<file path="config.mk">
export PLATFORM = sky130hd
export DESIGN_NAME = spinor_transition_matrix_element
export DESIGN_NICKNAME = d
export VERILOG_FILES = /design/src/hdl/stme_pkg.sv /design/src/hdl/spinor_transition_matrix_element.sv
export SDC_FILE = /design/constraint.sdc
export NUM_CORES = 2
export LEC_CHECK = 0
export BUFFER_PORTS_ARGS = -buffer_cell sky130_fd_sc_hd__buf_2
export CORE_UTILIZATION = 55
export DETAILED_ROUTE_END_ITERATION = 10
export PLACE_DENSITY_LB_ADDON = 0.15
export SYNTH_ARGS = -nofsm -noshare
export SYNTH_HDL_FRONTEND = slang
export SYNTH_SLANG_ARGS = --single-unit
export TNS_END_PERCENT = 10
</file>
<file path="constraint.sdc">
create_clock -name clock -period 10.52 [get_ports clock]
set_input_delay 1.052 -clock clock [delete_from_list [all_inputs] [get_ports clock]]
set_output_delay 1.052 -clock clock [all_outputs]
set_load 0.03 [all_outputs]
</file>
<file path="src/hdl/stme_pkg.sv">
// ============================================================================
// Spinor transition matrix element: shared types and constants
// Holds the datapath widths, the register map and the microcode of the
// shared multiply-accumulate sequencer.
// ============================================================================
package stme_pkg;

   localparam int FIELD_W   = 16;
   localparam int MUL_A_W   = 35;
   localparam int MUL_B_W   = 19;
   localparam int PROD_W    = MUL_A_W + MUL_B_W;
   localparam int ACC_W     = 58;
   localparam int GE_W      = 34;
   localparam int QE_W      = 35;
   localparam int SP_W      = 19;
   localparam int H_W       = 46;
   localparam int HSUM_W    = H_W + 1;
   localparam int SUM_W     = 48;
   localparam int TOT_W     = SUM_W + 1;
   localparam int STEP_W    = 7;
   localparam int UCODE_LEN = 66;
   localparam int CSR_AW    = 5;
   localparam int CSR_DW    = 32;

   localparam logic [CSR_DW-1:0] POL_X_RESET = 32'h4000_0000;

   localparam logic [2:0] REG_POL_X = 3'd0;
   localparam logic [2:0] REG_POL_Y = 3'd1;
   localparam logic [2:0] REG_POL_Z = 3'd2;
   localparam logic [2:0] REG_Q_X   = 3'd3;
   localparam logic [2:0] REG_Q_Y   = 3'd4;
   localparam logic [2:0] REG_Q_Z   = 3'd5;

   typedef enum logic [4:0] {
      A_GX, A_GY, A_GZ, A_QX, A_QY, A_QZ,
      A_AUR, A_AUI, A_ADR, A_ADI, A_GER, A_GEI,
      A_QE0R, A_QE0I, A_QE1R, A_QE1I, A_QE2R, A_QE2I
   } asel_type;

   typedef enum logic [4:0] {
      B_EXR, B_EXI, B_EYR, B_EYI, B_EZR, B_EZI,
      B_BUR, B_BUI, B_BDR, B_BDI, B_S0R, B_S0I,
      B_SG0R, B_SG0I, B_SG1R, B_SG1I, B_SG2R, B_SG2I
   } bsel_type;

   typedef enum logic [4:0] {
      D_GER, D_GEI, D_QE0R, D_QE0I, D_QE1R, D_QE1I, D_QE2R, D_QE2I,
      D_S0R, D_S0I, D_SG0R, D_SG0I, D_SG1R, D_SG1I, D_SG2R, D_SG2I,
      D_H1R, D_H1I, D_H2R, D_H2I
   } dest_type;

   typedef struct packed {
      asel_type a_sel;
      bsel_type b_sel;
      logic     neg;
      logic     first;
      logic     last;
      dest_type dest;
   } ucode_type;

   function automatic logic [3:0] dest_shift(input dest_type d);
      logic [3:0] s;
      case (d)
         D_GER, D_GEI: s = 4'd0;
         D_QE0R, D_QE0I, D_QE1R, D_QE1I, D_QE2R, D_QE2I: s = 4'd14;
         D_H1R, D_H1I: s = 4'd8;
         default: s = 4'd15;
      endcase
      return s;
   endfunction

   function automatic ucode_type mk(input asel_type a, input bsel_type b, input logic neg,
                                    input logic first, input logic last, input dest_type d);
      ucode_type u;
      u.a_sel = a;
      u.b_sel = b;
      u.neg   = neg;
      u.first = first;
      u.last  = last;
      u.dest  = d;
      return u;
   endfunction

   function automatic ucode_type ucode(input logic [STEP_W-1:0] step);
      ucode_type u;
      case (step)
         7'd0:  u = mk(A_GX,   B_EXR,  1'b0, 1'b1, 1'b0, D_GER);
         7'd1:  u = mk(A_GY,   B_EYR,  1'b0, 1'b0, 1'b0, D_GER);
         7'd2:  u = mk(A_GZ,   B_EZR,  1'b0, 1'b0, 1'b1, D_GER);
         7'd3:  u = mk(A_GX,   B_EXI,  1'b0, 1'b1, 1'b0, D_GEI);
         7'd4:  u = mk(A_GY,   B_EYI,  1'b0, 1'b0, 1'b0, D_GEI);
         7'd5:  u = mk(A_GZ,   B_EZI,  1'b0, 1'b0, 1'b1, D_GEI);
         7'd6:  u = mk(A_QY,   B_EZR,  1'b0, 1'b1, 1'b0, D_QE0R);
         7'd7:  u = mk(A_QZ,   B_EYR,  1'b1, 1'b0, 1'b1, D_QE0R);
         7'd8:  u = mk(A_QY,   B_EZI,  1'b0, 1'b1, 1'b0, D_QE0I);
         7'd9:  u = mk(A_QZ,   B_EYI,  1'b1, 1'b0, 1'b1, D_QE0I);
         7'd10: u = mk(A_QZ,   B_EXR,  1'b0, 1'b1, 1'b0, D_QE1R);
         7'd11: u = mk(A_QX,   B_EZR,  1'b1, 1'b0, 1'b1, D_QE1R);
         7'd12: u = mk(A_QZ,   B_EXI,  1'b0, 1'b1, 1'b0, D_QE1I);
         7'd13: u = mk(A_QX,   B_EZI,  1'b1, 1'b0, 1'b1, D_QE1I);
         7'd14: u = mk(A_QX,   B_EYR,  1'b0, 1'b1, 1'b0, D_QE2R);
         7'd15: u = mk(A_QY,   B_EXR,  1'b1, 1'b0, 1'b1, D_QE2R);
         7'd16: u = mk(A_QX,   B_EYI,  1'b0, 1'b1, 1'b0, D_QE2I);
         7'd17: u = mk(A_QY,   B_EXI,  1'b1, 1'b0, 1'b1, D_QE2I);
         7'd18: u = mk(A_AUR,  B_BUR,  1'b0, 1'b1, 1'b0, D_S0R);
         7'd19: u = mk(A_AUI,  B_BUI,  1'b0, 1'b0, 1'b0, D_S0R);
         7'd20: u = mk(A_ADR,  B_BDR,  1'b0, 1'b0, 1'b0, D_S0R);
         7'd21: u = mk(A_ADI,  B_BDI,  1'b0, 1'b0, 1'b1, D_S0R);
         7'd22: u = mk(A_AUR,  B_BUI,  1'b0, 1'b1, 1'b0, D_S0I);
         7'd23: u = mk(A_AUI,  B_BUR,  1'b1, 1'b0, 1'b0, D_S0I);
         7'd24: u = mk(A_ADR,  B_BDI,  1'b0, 1'b0, 1'b0, D_S0I);
         7'd25: u = mk(A_ADI,  B_BDR,  1'b1, 1'b0, 1'b1, D_S0I);
         7'd26: u = mk(A_AUR,  B_BDR,  1'b0, 1'b1, 1'b0, D_SG0R);
         7'd27: u = mk(A_AUI,  B_BDI,  1'b0, 1'b0, 1'b0, D_SG0R);
         7'd28: u = mk(A_ADR,  B_BUR,  1'b0, 1'b0, 1'b0, D_SG0R);
         7'd29: u = mk(A_ADI,  B_BUI,  1'b0, 1'b0, 1'b1, D_SG0R);
         7'd30: u = mk(A_AUR,  B_BDI,  1'b0, 1'b1, 1'b0, D_SG0I);
         7'd31: u = mk(A_AUI,  B_BDR,  1'b1, 1'b0, 1'b0, D_SG0I);
         7'd32: u = mk(A_ADR,  B_BUI,  1'b0, 1'b0, 1'b0, D_SG0I);
         7'd33: u = mk(A_ADI,  B_BUR,  1'b1, 1'b0, 1'b1, D_SG0I);
         7'd34: u = mk(A_AUR,  B_BDI,  1'b0, 1'b1, 1'b0, D_SG1R);
         7'd35: u = mk(A_AUI,  B_BDR,  1'b1, 1'b0, 1'b0, D_SG1R);
         7'd36: u = mk(A_ADR,  B_BUI,  1'b1, 1'b0, 1'b0, D_SG1R);
         7'd37: u = mk(A_ADI,  B_BUR,  1'b0, 1'b0, 1'b1, D_SG1R);
         7'd38: u = mk(A_ADR,  B_BUR,  1'b0, 1'b1, 1'b0, D_SG1I);
         7'd39: u = mk(A_ADI,  B_BUI,  1'b0, 1'b0, 1'b0, D_SG1I);
         7'd40: u = mk(A_AUR,  B_BDR,  1'b1, 1'b0, 1'b0, D_SG1I);
         7'd41: u = mk(A_AUI,  B_BDI,  1'b1, 1'b0, 1'b1, D_SG1I);
         7'd42: u = mk(A_AUR,  B_BUR,  1'b0, 1'b1, 1'b0, D_SG2R);
         7'd43: u = mk(A_AUI,  B_BUI,  1'b0, 1'b0, 1'b0, D_SG2R);
         7'd44: u = mk(A_ADR,  B_BDR,  1'b1, 1'b0, 1'b0, D_SG2R);
         7'd45: u = mk(A_ADI,  B_BDI,  1'b1, 1'b0, 1'b1, D_SG2R);
         7'd46: u = mk(A_AUR,  B_BUI,  1'b0, 1'b1, 1'b0, D_SG2I);
         7'd47: u = mk(A_AUI,  B_BUR,  1'b1, 1'b0, 1'b0, D_SG2I);
         7'd48: u = mk(A_ADR,  B_BDI,  1'b1, 1'b0, 1'b0, D_SG2I);
         7'd49: u = mk(A_ADI,  B_BDR,  1'b0, 1'b0, 1'b1, D_SG2I);
         7'd50: u = mk(A_GER,  B_S0R,  1'b0, 1'b1, 1'b0, D_H1R);
         7'd51: u = mk(A_GEI,  B_S0I,  1'b1, 1'b0, 1'b1, D_H1R);
         7'd52: u = mk(A_GER,  B_S0I,  1'b0, 1'b1, 1'b0, D_H1I);
         7'd53: u = mk(A_GEI,  B_S0R,  1'b0, 1'b0, 1'b1, D_H1I);
         7'd54: u = mk(A_QE0R, B_SG0I, 1'b1, 1'b1, 1'b0, D_H2R);
         7'd55: u = mk(A_QE0I, B_SG0R, 1'b1, 1'b0, 1'b0, D_H2R);
         7'd56: u = mk(A_QE1R, B_SG1I, 1'b1, 1'b0, 1'b0, D_H2R);
         7'd57: u = mk(A_QE1I, B_SG1R, 1'b1, 1'b0, 1'b0, D_H2R);
         7'd58: u = mk(A_QE2R, B_SG2I, 1'b1, 1'b0, 1'b0, D_H2R);
         7'd59: u = mk(A_QE2I, B_SG2R, 1'b1, 1'b0, 1'b1, D_H2R);
         7'd60: u = mk(A_QE0R, B_SG0R, 1'b0, 1'b1, 1'b0, D_H2I);
         7'd61: u = mk(A_QE0I, B_SG0I, 1'b1, 1'b0, 1'b0, D_H2I);
         7'd62: u = mk(A_QE1R, B_SG1R, 1'b0, 1'b0, 1'b0, D_H2I);
         7'd63: u = mk(A_QE1I, B_SG1I, 1'b1, 1'b0, 1'b0, D_H2I);
         7'd64: u = mk(A_QE2R, B_SG2R, 1'b0, 1'b0, 1'b0, D_H2I);
         7'd65: u = mk(A_QE2I, B_SG2I, 1'b1, 1'b0, 1'b1, D_H2I);
         default: u = mk(A_GX, B_EXR, 1'b0, 1'b1, 1'b0, D_H2I);
      endcase
      return u;
   endfunction

endpackage

</file>
<file path="src/hdl/spinor_transition_matrix_element.sv">
// ============================================================================
// Spinor transition matrix element accumulator
// Sums 2(g.e)s0 + i(q x e).sigma over a run of plane-wave coefficients and
// delivers the saturated complex sum on the transfer marked last.
// ============================================================================
// A new input transfer is accepted only once the previous item is through:
// a single shared 35 x 19 bit multiplier with a 58-bit accumulator works
// through 66 products per item (the g.e and q x e terms, s0 and sigma, then
// the two output terms), followed by states that drain the multiplier pipeline,
// combine the terms and update the saturating 48-bit sum. req_tready is high only between items.
// A result is held in an output register until taken; the next item can be
// accepted meanwhile, but a later last-marked item waits for that register.
module spinor_transition_matrix_element
   import stme_pkg::*;
(
   input  logic                clock,
   input  logic                reset,
   input  logic                req_tvalid,
   output logic                req_tready,
   // g_x, g_y, g_z, init_up_re, init_up_im, init_dn_re, init_dn_im,
   // final_up_re, final_up_im, final_dn_re, final_dn_im (16 bits each)
   input  logic [175:0]        req_tdata,
   input  logic                req_tlast,
   output logic                rsp_tvalid,
   input  logic                rsp_tready,
   // sum_re, sum_im (48 bits each)
   output logic [95:0]         rsp_tdata,
   input  logic                csr_psel,
   input  logic                csr_penable,
   input  logic                csr_pwrite,
   input  logic [CSR_AW-1:0]   csr_paddr,
   input  logic [CSR_DW-1:0]   csr_pwdata,
   output logic [CSR_DW-1:0]   csr_prdata,
   output logic                csr_pready
);

   typedef enum logic [2:0] {S_IDLE, S_RUN, S_DRAIN, S_SUM, S_SAT} state_type;

   localparam logic signed [TOT_W-1:0] TOT_MAX = {2'b00, {(SUM_W-1){1'b1}}};
   localparam logic signed [TOT_W-1:0] TOT_MIN = {2'b11, {(SUM_W-1){1'b0}}};

   state_type                  state_ff, state_in;
   logic [STEP_W-1:0]          step_ff;
   logic                       mvld_ff;
   ucode_type                  ctl_ff, ctl_in;
   logic                       last_ff;
   logic                       rsp_tvalid_ff;
   logic signed [SUM_W-1:0]    acc_re_ff, acc_im_ff;
   logic signed [SUM_W-1:0]    rsp_re_ff, rsp_im_ff;

   logic [CSR_DW-1:0]          pol_x_ff, pol_y_ff, pol_z_ff;
   logic [CSR_DW-1:0]          q_x_ff, q_y_ff, q_z_ff;

   logic signed [FIELD_W-1:0]  g_x_ff, g_y_ff, g_z_ff;
   logic signed [FIELD_W-1:0]  au_re_ff, au_im_ff, ad_re_ff, ad_im_ff;
   logic signed [FIELD_W-1:0]  bu_re_ff, bu_im_ff, bd_re_ff, bd_im_ff;

   logic signed [GE_W-1:0]     ge_re_ff, ge_im_ff;
   logic signed [QE_W-1:0]     qe0_re_ff, qe0_im_ff, qe1_re_ff, qe1_im_ff;
   logic signed [QE_W-1:0]     qe2_re_ff, qe2_im_ff;
   logic signed [SP_W-1:0]     s0_re_ff, s0_im_ff, sg0_re_ff, sg0_im_ff;
   logic signed [SP_W-1:0]     sg1_re_ff, sg1_im_ff, sg2_re_ff, sg2_im_ff;
   logic signed [H_W-1:0]      h1_re_ff, h1_im_ff, h2_re_ff, h2_im_ff;
   logic signed [HSUM_W-1:0]   hsum_re_ff, hsum_im_ff;

   logic signed [FIELD_W-1:0]  ex_re, ex_im, ey_re, ey_im, ez_re, ez_im;
   logic signed [MUL_A_W-1:0]  a_op;
   logic signed [MUL_B_W-1:0]  b_op;
   logic signed [PROD_W-1:0]   prod_ff;
   logic signed [ACC_W-1:0]    mac_ff, mac_in, prod_ext, addend, bias, base;
   logic signed [ACC_W-1:0]    shifted;
   logic [3:0]                 shamt;
   logic                       store;
   logic signed [TOT_W-1:0]    tot_re, tot_im;
   logic signed [SUM_W-1:0]    sat_re, sat_im;
   logic                       req_accept, csr_write, out_busy;

   assign req_tready = (state_ff == S_IDLE);
   assign req_accept = req_tvalid && req_tready;
   assign csr_pready = 1'b1;
   assign csr_write  = csr_psel && csr_penable && csr_pwrite && csr_pready;
   assign rsp_tvalid = rsp_tvalid_ff;
   assign rsp_tdata  = {rsp_im_ff, rsp_re_ff};
   assign out_busy   = rsp_tvalid_ff && !rsp_tready;

   assign ex_re = pol_x_ff[31:16];
   assign ex_im = pol_x_ff[15:0];
   assign ey_re = pol_y_ff[31:16];
   assign ey_im = pol_y_ff[15:0];
   assign ez_re = pol_z_ff[31:16];
   assign ez_im = pol_z_ff[15:0];

   always_comb begin
      case (csr_paddr[4:2])
         REG_POL_X: csr_prdata = pol_x_ff;
         REG_POL_Y: csr_prdata = pol_y_ff;
         REG_POL_Z: csr_prdata = pol_z_ff;
         REG_Q_X:   csr_prdata = q_x_ff;
         REG_Q_Y:   csr_prdata = q_y_ff;
         REG_Q_Z:   csr_prdata = q_z_ff;
         default:   csr_prdata = '0;
      endcase
   end

   assign ctl_in = ucode(step_ff);

   always_comb begin
      case (ctl_in.a_sel)
         A_GX:    a_op = MUL_A_W'(g_x_ff);
         A_GY:    a_op = MUL_A_W'(g_y_ff);
         A_GZ:    a_op = MUL_A_W'(g_z_ff);
         A_QX:    a_op = MUL_A_W'(signed'(q_x_ff));
         A_QY:    a_op = MUL_A_W'(signed'(q_y_ff));
         A_QZ:    a_op = MUL_A_W'(signed'(q_z_ff));
         A_AUR:   a_op = MUL_A_W'(au_re_ff);
         A_AUI:   a_op = MUL_A_W'(au_im_ff);
         A_ADR:   a_op = MUL_A_W'(ad_re_ff);
         A_ADI:   a_op = MUL_A_W'(ad_im_ff);
         A_GER:   a_op = MUL_A_W'(ge_re_ff);
         A_GEI:   a_op = MUL_A_W'(ge_im_ff);
         A_QE0R:  a_op = qe0_re_ff;
         A_QE0I:  a_op = qe0_im_ff;
         A_QE1R:  a_op = qe1_re_ff;
         A_QE1I:  a_op = qe1_im_ff;
         A_QE2R:  a_op = qe2_re_ff;
         A_QE2I:  a_op = qe2_im_ff;
         default: a_op = '0;
      endcase
   end

   always_comb begin
      case (ctl_in.b_sel)
         B_EXR:   b_op = MUL_B_W'(ex_re);
         B_EXI:   b_op = MUL_B_W'(ex_im);
         B_EYR:   b_op = MUL_B_W'(ey_re);
         B_EYI:   b_op = MUL_B_W'(ey_im);
         B_EZR:   b_op = MUL_B_W'(ez_re);
         B_EZI:   b_op = MUL_B_W'(ez_im);
         B_BUR:   b_op = MUL_B_W'(bu_re_ff);
         B_BUI:   b_op = MUL_B_W'(bu_im_ff);
         B_BDR:   b_op = MUL_B_W'(bd_re_ff);
         B_BDI:   b_op = MUL_B_W'(bd_im_ff);
         B_S0R:   b_op = s0_re_ff;
         B_S0I:   b_op = s0_im_ff;
         B_SG0R:  b_op = sg0_re_ff;
         B_SG0I:  b_op = sg0_im_ff;
         B_SG1R:  b_op = sg1_re_ff;
         B_SG1I:  b_op = sg1_im_ff;
         B_SG2R:  b_op = sg2_re_ff;
         B_SG2I:  b_op = sg2_im_ff;
         default: b_op = '0;
      endcase
   end

   // Rounding is folded into the accumulator: the first product of a group
   // starts from the half-LSB bias, so the stored value is a plain shift.
   assign shamt    = dest_shift(ctl_ff.dest);
   assign bias     = (shamt == 4'd0) ? '0 : (ACC_W'(1) << (shamt - 4'd1));
   assign prod_ext = ACC_W'(prod_ff);
   assign addend   = ctl_ff.neg ? -prod_ext : prod_ext;
   assign base     = ctl_ff.first ? bias : mac_ff;
   assign mac_in   = base + addend;
   assign shifted  = mac_in >>> shamt;
   assign store    = mvld_ff && ctl_ff.last;

   assign tot_re = TOT_W'(acc_re_ff) + TOT_W'(hsum_re_ff);
   assign tot_im = TOT_W'(acc_im_ff) + TOT_W'(hsum_im_ff);

   always_comb begin
      if (tot_re > TOT_MAX) begin
         sat_re = {1'b0, {(SUM_W-1){1'b1}}};
      end else if (tot_re < TOT_MIN) begin
         sat_re = {1'b1, {(SUM_W-1){1'b0}}};
      end else begin
         sat_re = SUM_W'(tot_re);
      end
      if (tot_im > TOT_MAX) begin
         sat_im = {1'b0, {(SUM_W-1){1'b1}}};
      end else if (tot_im < TOT_MIN) begin
         sat_im = {1'b1, {(SUM_W-1){1'b0}}};
      end else begin
         sat_im = SUM_W'(tot_im);
      end
   end

   always_comb begin
      state_in = state_ff;
      case (state_ff)
         S_IDLE:  if (req_accept) state_in = S_RUN;
         S_RUN:   if (step_ff == STEP_W'(UCODE_LEN - 1)) state_in = S_DRAIN;
         S_DRAIN: state_in = S_SUM;
         S_SUM:   state_in = S_SAT;
         S_SAT:   if (!(last_ff && out_busy)) state_in = S_IDLE;
         default: state_in = S_IDLE;
      endcase
   end

   always_ff @(posedge clock) begin
      if (reset) begin
         state_ff      <= S_IDLE;
         step_ff       <= '0;
         mvld_ff       <= 1'b0;
         rsp_tvalid_ff <= 1'b0;
         acc_re_ff     <= '0;
         acc_im_ff     <= '0;
         pol_x_ff      <= POL_X_RESET;
         pol_y_ff      <= '0;
         pol_z_ff      <= '0;
         q_x_ff        <= '0;
         q_y_ff        <= '0;
         q_z_ff        <= '0;
      end else begin
         state_ff <= state_in;
         mvld_ff  <= (state_ff == S_RUN);
         if (state_ff == S_RUN) begin
            step_ff <= step_ff + STEP_W'(1);
         end else begin
            step_ff <= '0;
         end
         if (csr_write) begin
            case (csr_paddr[4:2])
               REG_POL_X: pol_x_ff <= csr_pwdata;
               REG_POL_Y: pol_y_ff <= csr_pwdata;
               REG_POL_Z: pol_z_ff <= csr_pwdata;
               REG_Q_X:   q_x_ff   <= csr_pwdata;
               REG_Q_Y:   q_y_ff   <= csr_pwdata;
               REG_Q_Z:   q_z_ff   <= csr_pwdata;
               default:   ;
            endcase
         end
         if (state_ff == S_SAT && last_ff && !out_busy) begin
            rsp_tvalid_ff <= 1'b1;
         end else if (rsp_tvalid_ff && rsp_tready) begin
            rsp_tvalid_ff <= 1'b0;
         end
         if (state_ff == S_SAT && !(last_ff && out_busy)) begin
            if (last_ff) begin
               acc_re_ff <= '0;
               acc_im_ff <= '0;
            end else begin
               acc_re_ff <= sat_re;
               acc_im_ff <= sat_im;
            end
         end
      end
   end

   always_ff @(posedge clock) begin
      if (req_accept) begin
         g_x_ff   <= req_tdata[15:0];
         g_y_ff   <= req_tdata[31:16];
         g_z_ff   <= req_tdata[47:32];
         au_re_ff <= req_tdata[63:48];
         au_im_ff <= req_tdata[79:64];
         ad_re_ff <= req_tdata[95:80];
         ad_im_ff <= req_tdata[111:96];
         bu_re_ff <= req_tdata[127:112];
         bu_im_ff <= req_tdata[143:128];
         bd_re_ff <= req_tdata[159:144];
         bd_im_ff <= req_tdata[175:160];
         last_ff  <= req_tlast;
      end
      prod_ff <= a_op * b_op;
      ctl_ff  <= ctl_in;
      if (mvld_ff) begin
         mac_ff <= mac_in;
      end
      if (store) begin
         case (ctl_ff.dest)
            D_GER:   ge_re_ff  <= GE_W'(shifted);
            D_GEI:   ge_im_ff  <= GE_W'(shifted);
            D_QE0R:  qe0_re_ff <= QE_W'(shifted);
            D_QE0I:  qe0_im_ff <= QE_W'(shifted);
            D_QE1R:  qe1_re_ff <= QE_W'(shifted);
            D_QE1I:  qe1_im_ff <= QE_W'(shifted);
            D_QE2R:  qe2_re_ff <= QE_W'(shifted);
            D_QE2I:  qe2_im_ff <= QE_W'(shifted);
            D_S0R:   s0_re_ff  <= SP_W'(shifted);
            D_S0I:   s0_im_ff  <= SP_W'(shifted);
            D_SG0R:  sg0_re_ff <= SP_W'(shifted);
            D_SG0I:  sg0_im_ff <= SP_W'(shifted);
            D_SG1R:  sg1_re_ff <= SP_W'(shifted);
            D_SG1I:  sg1_im_ff <= SP_W'(shifted);
            D_SG2R:  sg2_re_ff <= SP_W'(shifted);
            D_SG2I:  sg2_im_ff <= SP_W'(shifted);
            D_H1R:   h1_re_ff  <= H_W'(shifted);
            D_H1I:   h1_im_ff  <= H_W'(shifted);
            D_H2R:   h2_re_ff  <= H_W'(shifted);
            D_H2I:   h2_im_ff  <= H_W'(shifted);
            default: ;
         endcase
      end
      if (state_ff == S_SUM) begin
         hsum_re_ff <= HSUM_W'(h1_re_ff) + HSUM_W'(h2_re_ff);
         hsum_im_ff <= HSUM_W'(h1_im_ff) + HSUM_W'(h2_im_ff);
      end
      if (state_ff == S_SAT && last_ff && !out_busy) begin
         rsp_re_ff <= sat_re;
         rsp_im_ff <= sat_im;
      end
   end

   a_busy_after_accept: assert property (@(posedge clock) disable iff (reset)
      req_tvalid && req_tready |=> !req_tready)
      else $error("input accepted again while an item is in progress");

   a_step_range: assert property (@(posedge clock) disable iff (reset)
      state_ff == S_RUN |-> step_ff < STEP_W'(UCODE_LEN))
      else $error("microcode step beyond the program");

   a_clear_on_emit: assert property (@(posedge clock) disable iff (reset)
      (state_ff == S_SAT && state_in == S_IDLE && last_ff)
         |=> (acc_re_ff == '0 && acc_im_ff == '0 && rsp_tvalid_ff))
      else $error("sum not emitted and cleared on a last transfer");

   a_store_in_pipe: assert property (@(posedge clock) disable iff (reset)
      mvld_ff |-> (state_ff == S_RUN || state_ff == S_DRAIN))
      else $error("multiplier result outside the run");

endmodule

</file>
# Yosys cells after proc, flatten, opt, wreduce, memory -nomap -nowiden
# Memory sizes are Yosys's and may differ from the RTL's. A register that Yosys moved wholly into a read port is not among the register bits.
# Cells that the tools add are included.
[classes]
reduce_logical = 48
addsub = 8
bitwise = 1
mux = 19
div_mod_pow = 0
multipliers = 1
n_shift = 2
magnitude_cmp = 4
n_eq_ne = 66
[ops]
columns = ["cell", "n"]
rows = [
  ["$pmux 35 s18", 1],
  ["$pmux 19 s18", 1],
  ["$mux 48", 6],
  ["$pmux 32 s6", 1],
  ["$mux 58", 3],
  ["$eq 5x4->1 const B", 24],
  ["$add 48x47->49", 2],
  ["$gt 49x48->1 const B", 2],
  ["$lt 49x48->1 const B", 2],
  ["$add 46x46->47", 2],
  ["$eq 5x3->1 const B", 12],
  ["$add 58x58->58", 1],
  ["$neg 54->58", 1],
  ["$shl 1x4->58 const A", 1],
  ["$sshr 58x4->46", 1],
  ["$mul 35x19->54", 1],
  ["$reduce_and 2->1", 26],
  ["$eq 5x5->1 const B", 8],
  ["$eq 5x2->1 const B", 6],
  ["$eq 5x1->1 const B", 3],
  ["$logic_not 5->1", 3],
  ["$pmux 3 s5", 1],
  ["$eq 3x2->1 const B", 4],
  ["$logic_and 1x1->1", 10],
  ["17 further kinds", 27],
]
[word_totals]
memories = 2
ff_bits = 1401
word_cells = 205
out_inout_bits = 131
inputBits = 221
mem_bits_rw = 0
latch_bits = 0
rom_bits = 2432
[memory_table]
columns = ["memory", "depth", "word_bits", "read_ports", "rd_clocked_by_memory_dff", "write_ports", "line_no", "rtl"]
rows = [
  ["(no name shown)", 128, 18, 1, 1, 0, "stme_pkg.sv:86", "case (step)"],
  ["(no name shown)", 32, 4, 1, 1, 0, "stme_pkg.sv:63", "case (d)"],
]

# Longest topological paths before layout
[logic_depth]
word_depth = 6
depth_mapped = 36
depth_no_buf = 35

# Worst setup path before layout
# Ideal clock, no wire load.
[synth_path]
kind = "reg2reg"
from = "reg, netlist name ctl_in[12]"
to = "reg prod_ff[50]"
path_stages_with_launch = 35
arrival_time_ns = 8.960
setup_time_ns = 0.120
slack_ns = 1.440
n_path_buf = 4
period_less_slack_ns = 9.080
t_required_ns = 10.400
path_cell_list = "dfxtp_1 or4b_2 clkbuf_1 nor2_1 clkbuf_1 a22oi_1 and3_1 clkbuf_1 nand3_1 clkbuf_1 nand2_1 fa_1 inv_1 fa_1 inv_1 fa_1 inv_1 fa_1 inv_1 fa_1 inv_1 fa_1 ha_1 ha_1 a211oi_1 o211ai_1 a32o_1 and3_1 o211a_1 o41ai_1 o21ai_0 a211o_1 a21oi_1 o21ai_0 xnor2_1"
[synth_between]
elab_chain_cells = 3
word_cells_on_any_way = 20
[synth_lines]
columns = ["item", "line_no", "rtl"]
rows = [
  ["$eq 5x5->1 (tied with other cells)", "spinor_transition_matrix_element.sv:132", "case (ctl_in.b_sel)"],
  ["$pmux 19 s18 *", "spinor_transition_matrix_element.sv:132", ""],
  ["$mul 35x19->54 *", "spinor_transition_matrix_element.sv:263", "prod_ff <= a_op * b_op;"],
  ["to (signal assigned)", "spinor_transition_matrix_element.sv:263", ""],
  ["to (decl)", "spinor_transition_matrix_element.sv:69", "logic signed [PROD_W-1:0] prod_ff;"],
]
# Mark *: on every way between the ends. The rest lies on a longest branch, timed or not.
# A chain may end at the register's enable or synchronous reset.

# Final worst setup path
[layout_path]
from = "reg, netlist name ctl_in[12]"
to = "reg prod_ff[51]"
[layout_between]
elab_chain_cells = 3
word_cells_on_any_way = 20
[layout_lines]
columns = ["item", "line_no"]
rows = [
  ["$eq 5x5->1 (tied with other cells)", "spinor_transition_matrix_element.sv:132"],
  ["$pmux 19 s18 *", "spinor_transition_matrix_element.sv:132"],
  ["$mul 35x19->54 *", "spinor_transition_matrix_element.sv:263"],
]
# Marked as above.

==> summary.txt <==
Clock tree
  • Clock Latency Late Sink: 0.87 ns
  • # H-tree levels: 4
  • CTS Root Cell: clkbuf_16
  • Worst-path clk slew: roughly 0.060 ns
  • Total CTS buffers: 151
  • Hold buffers post-CTS: 0
  • Post-CTS resize count: 0
  • Clock tree buffer depth: 3
  • Setup bufs post-CTS: 0
  • Sinks on the clock net: about 1.4k
  • CTS tree: built

Setup path
  • CP startpoint kind: flop
  • Worst-path fanout max: 26
  • Critical Path End Type: flop
  • CP required: 11.28 ns
  • WS Path Type: reg2reg
  • Crit path largest cell delay: around 0.66 ns
  • Arrival time at the worst endpoint: between 10 and 15 ns
  • Most frequent CP cell: fa_1
  • Crit-path slowest cell: a221oi_1

Synthesis
  • Register bit total from synthesis: 1421
  • Top FF cell, synth: edfxtp_1
  • FFs w/ async S/R, synth: 0%
  • Post-Syn Nets: 9780
  • Synth warnings: 0
  • Yosys top cell by area: edfxtp_1
  • Synth top area share: around a third
  • Synth area leaders: edfxtp_1 35%, fa_1 14%, dfxtp_1 8.5%
  • Number of enable flip-flop cells after synthesis: 1039
  • Count of cell types in the netlist: 96
  • Syn_area_per_cell: 10.60 µm²
  • Mapped Cells: 8506
  • Post-Syn Area: 0.09012 mm²
  • Sequential area share after synthesis: 43.11%

Cells and area
  • Area grow syn2layout: 11.82%
  • Ratio of cells with drive above 1 in the final layout: 11.43%
  • Final nets: just over 10k
  • Final core occ: 61.91%

Global route
  • Vias in the first global route: between 60k and 70k
  • Gr ovfl total: 0
  • First-pass GRT wire length: 430400 µm
  • Initial antenna violation count: 8
  • GR Util All Layers: 35.32%
  • Largest net degree at the start of global routing: 99

STA
  • Final hold vios: 0
  • Min Tclk post-route: roughly 10 ns
  • Fin Clk Skew: 0.08472 ns
  • Setup TNS: 0 ns
  • Worst slew pin tran: roughly 1.2 ns
  • Final setup fails: 0
  • Rel. slew slack: between 15 and 20%
  • Fmax: 97.67 MHz
  • Final critical-path share of the clock period: between 90% and 100%
  • Max Slew Vio Count: 0
  • RSZ-0062 raised after global routing: false

Detailed routing
  • Vias: 69.28k
  • TritonRoute pass-1 iters: 7
  • Antenna viol nets, final: 0
  • Residual DRC: 0
  • Initial DRC count: around 7.8k
  • WL per Instance: 26.18 µm
  • Total Wirelength: 292100 µm
  • Vias per inst: 6.209

Power
  • Power density over cell area: 168.9 mW/mm²
  • LEAKAGE: 41.66 nW
  • Peak VDD IR: 0.1863 mV

Placed design
  • Gp weighted congestion: ~1
  • I/O Buffers: around 350
  • Dpl hpwl: 214300 µm

Floorplanning
  • Core outline area: 0.1628 mm²
  • Row count: 148
  • Starting Density: 55.37%
  • Die span in x: 406.8 µm
  • Die Area: 0.1655 mm²
  • Die H: 406.8 µm
  • # IOs: 352

Min path
  • HP Class: reg2reg

Status
  • Status: finished, final reports clean

Run
  • Max-cap violation count: 0
==> cells in the mapped netlist (56+ instances only) <==
master and number:
nand2_1 1153, edfxtp_1 1039, inv_1 759, fa_1 647
a21oi_1 606, nor2_1 495, ha_1 406, dfxtp_1 382
clkbuf_1 369, o21ai_0 291, xnor2_1 238, a22oi_1 214
a21o_1 177, nor2b_1 128, nand3_1 120, nand2b_1 108
xor2_1 106, a22o_1 103, mux2i_1 101, a221oi_1 92
a221o_1 70, nor3_1 66, and3_1 62, a31oi_1 58
and2_1 56
==> critical path, delay by kind of cell (launching register included) <==
kind	cells	cell delay, ns
adders and majority gates	8	3.80
AOI/OAI and AO/OA	11	3.28
and+or+nand+nor	6	1.47
buffers and inverters	7	0.96
DFF	1	0.59
==> cells in the final DEF, fill, tap and decap left out, drive strengths merged, types with 37 or more instances in the layout <==
cell / instances
fa: 647
a21o: 177
a221oi: 92
a31oi: 58
a21oi: 606
and3: 62
a211oi: 38
o21ai: 293
buf: 596
a22oi: 214
nor2b: 128
nand2b: 108
edfxtp: 1039
nand3: 120
nor3: 66
nand4: 50
ha: 406
clkbuf: 202
and2: 60
o21bai: 37
a221o: 70
a22o: 103
nand2: 1153
inv: 770
mux2: 40
xnor2: 239
xor2: 106
nor2: 496
mux2i: 101
clkinv: 57
dfxtp: 382
==> state kept, by name, summed over array words and instances (netlist names), 47 cells and up <==
name / flops
acc_re_ff: 48
prod_ff: 54
mac_ff: 58
acc_im_ff: 48
rsp_re_ff: 48
hsum_im_ff: 47
rsp_im_ff: 48
hsum_re_ff: 47
==> layout make-up <==
| cell class | instances | area [µm²] |
|---|---|---|
| fill | 13150 | 62000 |
| clock buffer | 202 | 4180 |
| tap | 2175 | 2721 |
| multi-input combinational | 5913 | 47310 |
| inverter | 765 | 2872 |
| timing repair buffer | 596 | 3672 |
| clock inverter | 81 | 1146 |
| antenna | 5 | 12.51 |
| sequential | 1421 | 38850 |
==> kinds of logic (layout without fill, tap and decap cells) <==
family                   after synthesis  after routing  share of synthesized area (%)
XOR/XNOR                             345            345                          3.374
multiplexers                         157            157                          2.021
buffers and inverters               1172           1644                          4.916
flip-flops                          1421           1421                          43.11
AND/OR/NAND/NOR                     2380           2380                          11.88
other                                  1              6                       0.004161
adder cells (fa/ha/maj)             1053           1053                          20.01
AO/OA/AOI/OAI                       1977           1977                          14.69
==> routing by layer <==
layer	track usage [%]	up-vias	wire length [µm]
met3	7.611	840	28950
li1	-	30640	-
met1	45.68	33930	112300
met4	20.95	2	20330
met5	0	-	13
met2	54.73	3861	130500
==> through the flow <==
step	instance area, µm²	hold WS, ns	setup slack, ns	cells	power, mW
final	100800	0.3187	0.2814	11160	17.02
after global routing	100800	0.3196	0.03449	11150	17.58
after CTS	100800	0.3213	0.4880	11150	16.98
after detailed placement	95430	0.3128	0.5776	10870	11.41
after global placement	95430	0.3149	0.6108	10870	11.34
after floorplan	90120	0.3096	1.440	8506	9.416
==> power by group <==
group          leakage, nW  switching, mW  internal (mW)
logic                 26.5           3.13           1.49
clock network         2.57           2.39           3.23
registers             12.6          0.170           6.60
==> path summary, 6_finish.rpt <==
kind / startpoint / end / slack, ns / cells after the start
worst max-delay path: ctl_in[12]$_DFF_P_ / prod_ff[51]$_DFF_P_ / 0.28 / 32
worst min-delay path: ctl_in[6]$_DFF_P_ / ctl_ff[6]$_DFF_P_ / 0.32 / 0
worst max register to register: ctl_in[12]$_DFF_P_ / prod_ff[51]$_DFF_P_ / 0.28 / 32
worst min register to register: ctl_in[6]$_DFF_P_ / ctl_ff[6]$_DFF_P_ / 0.32 / 0
Power figures use the tool's default switching activity.
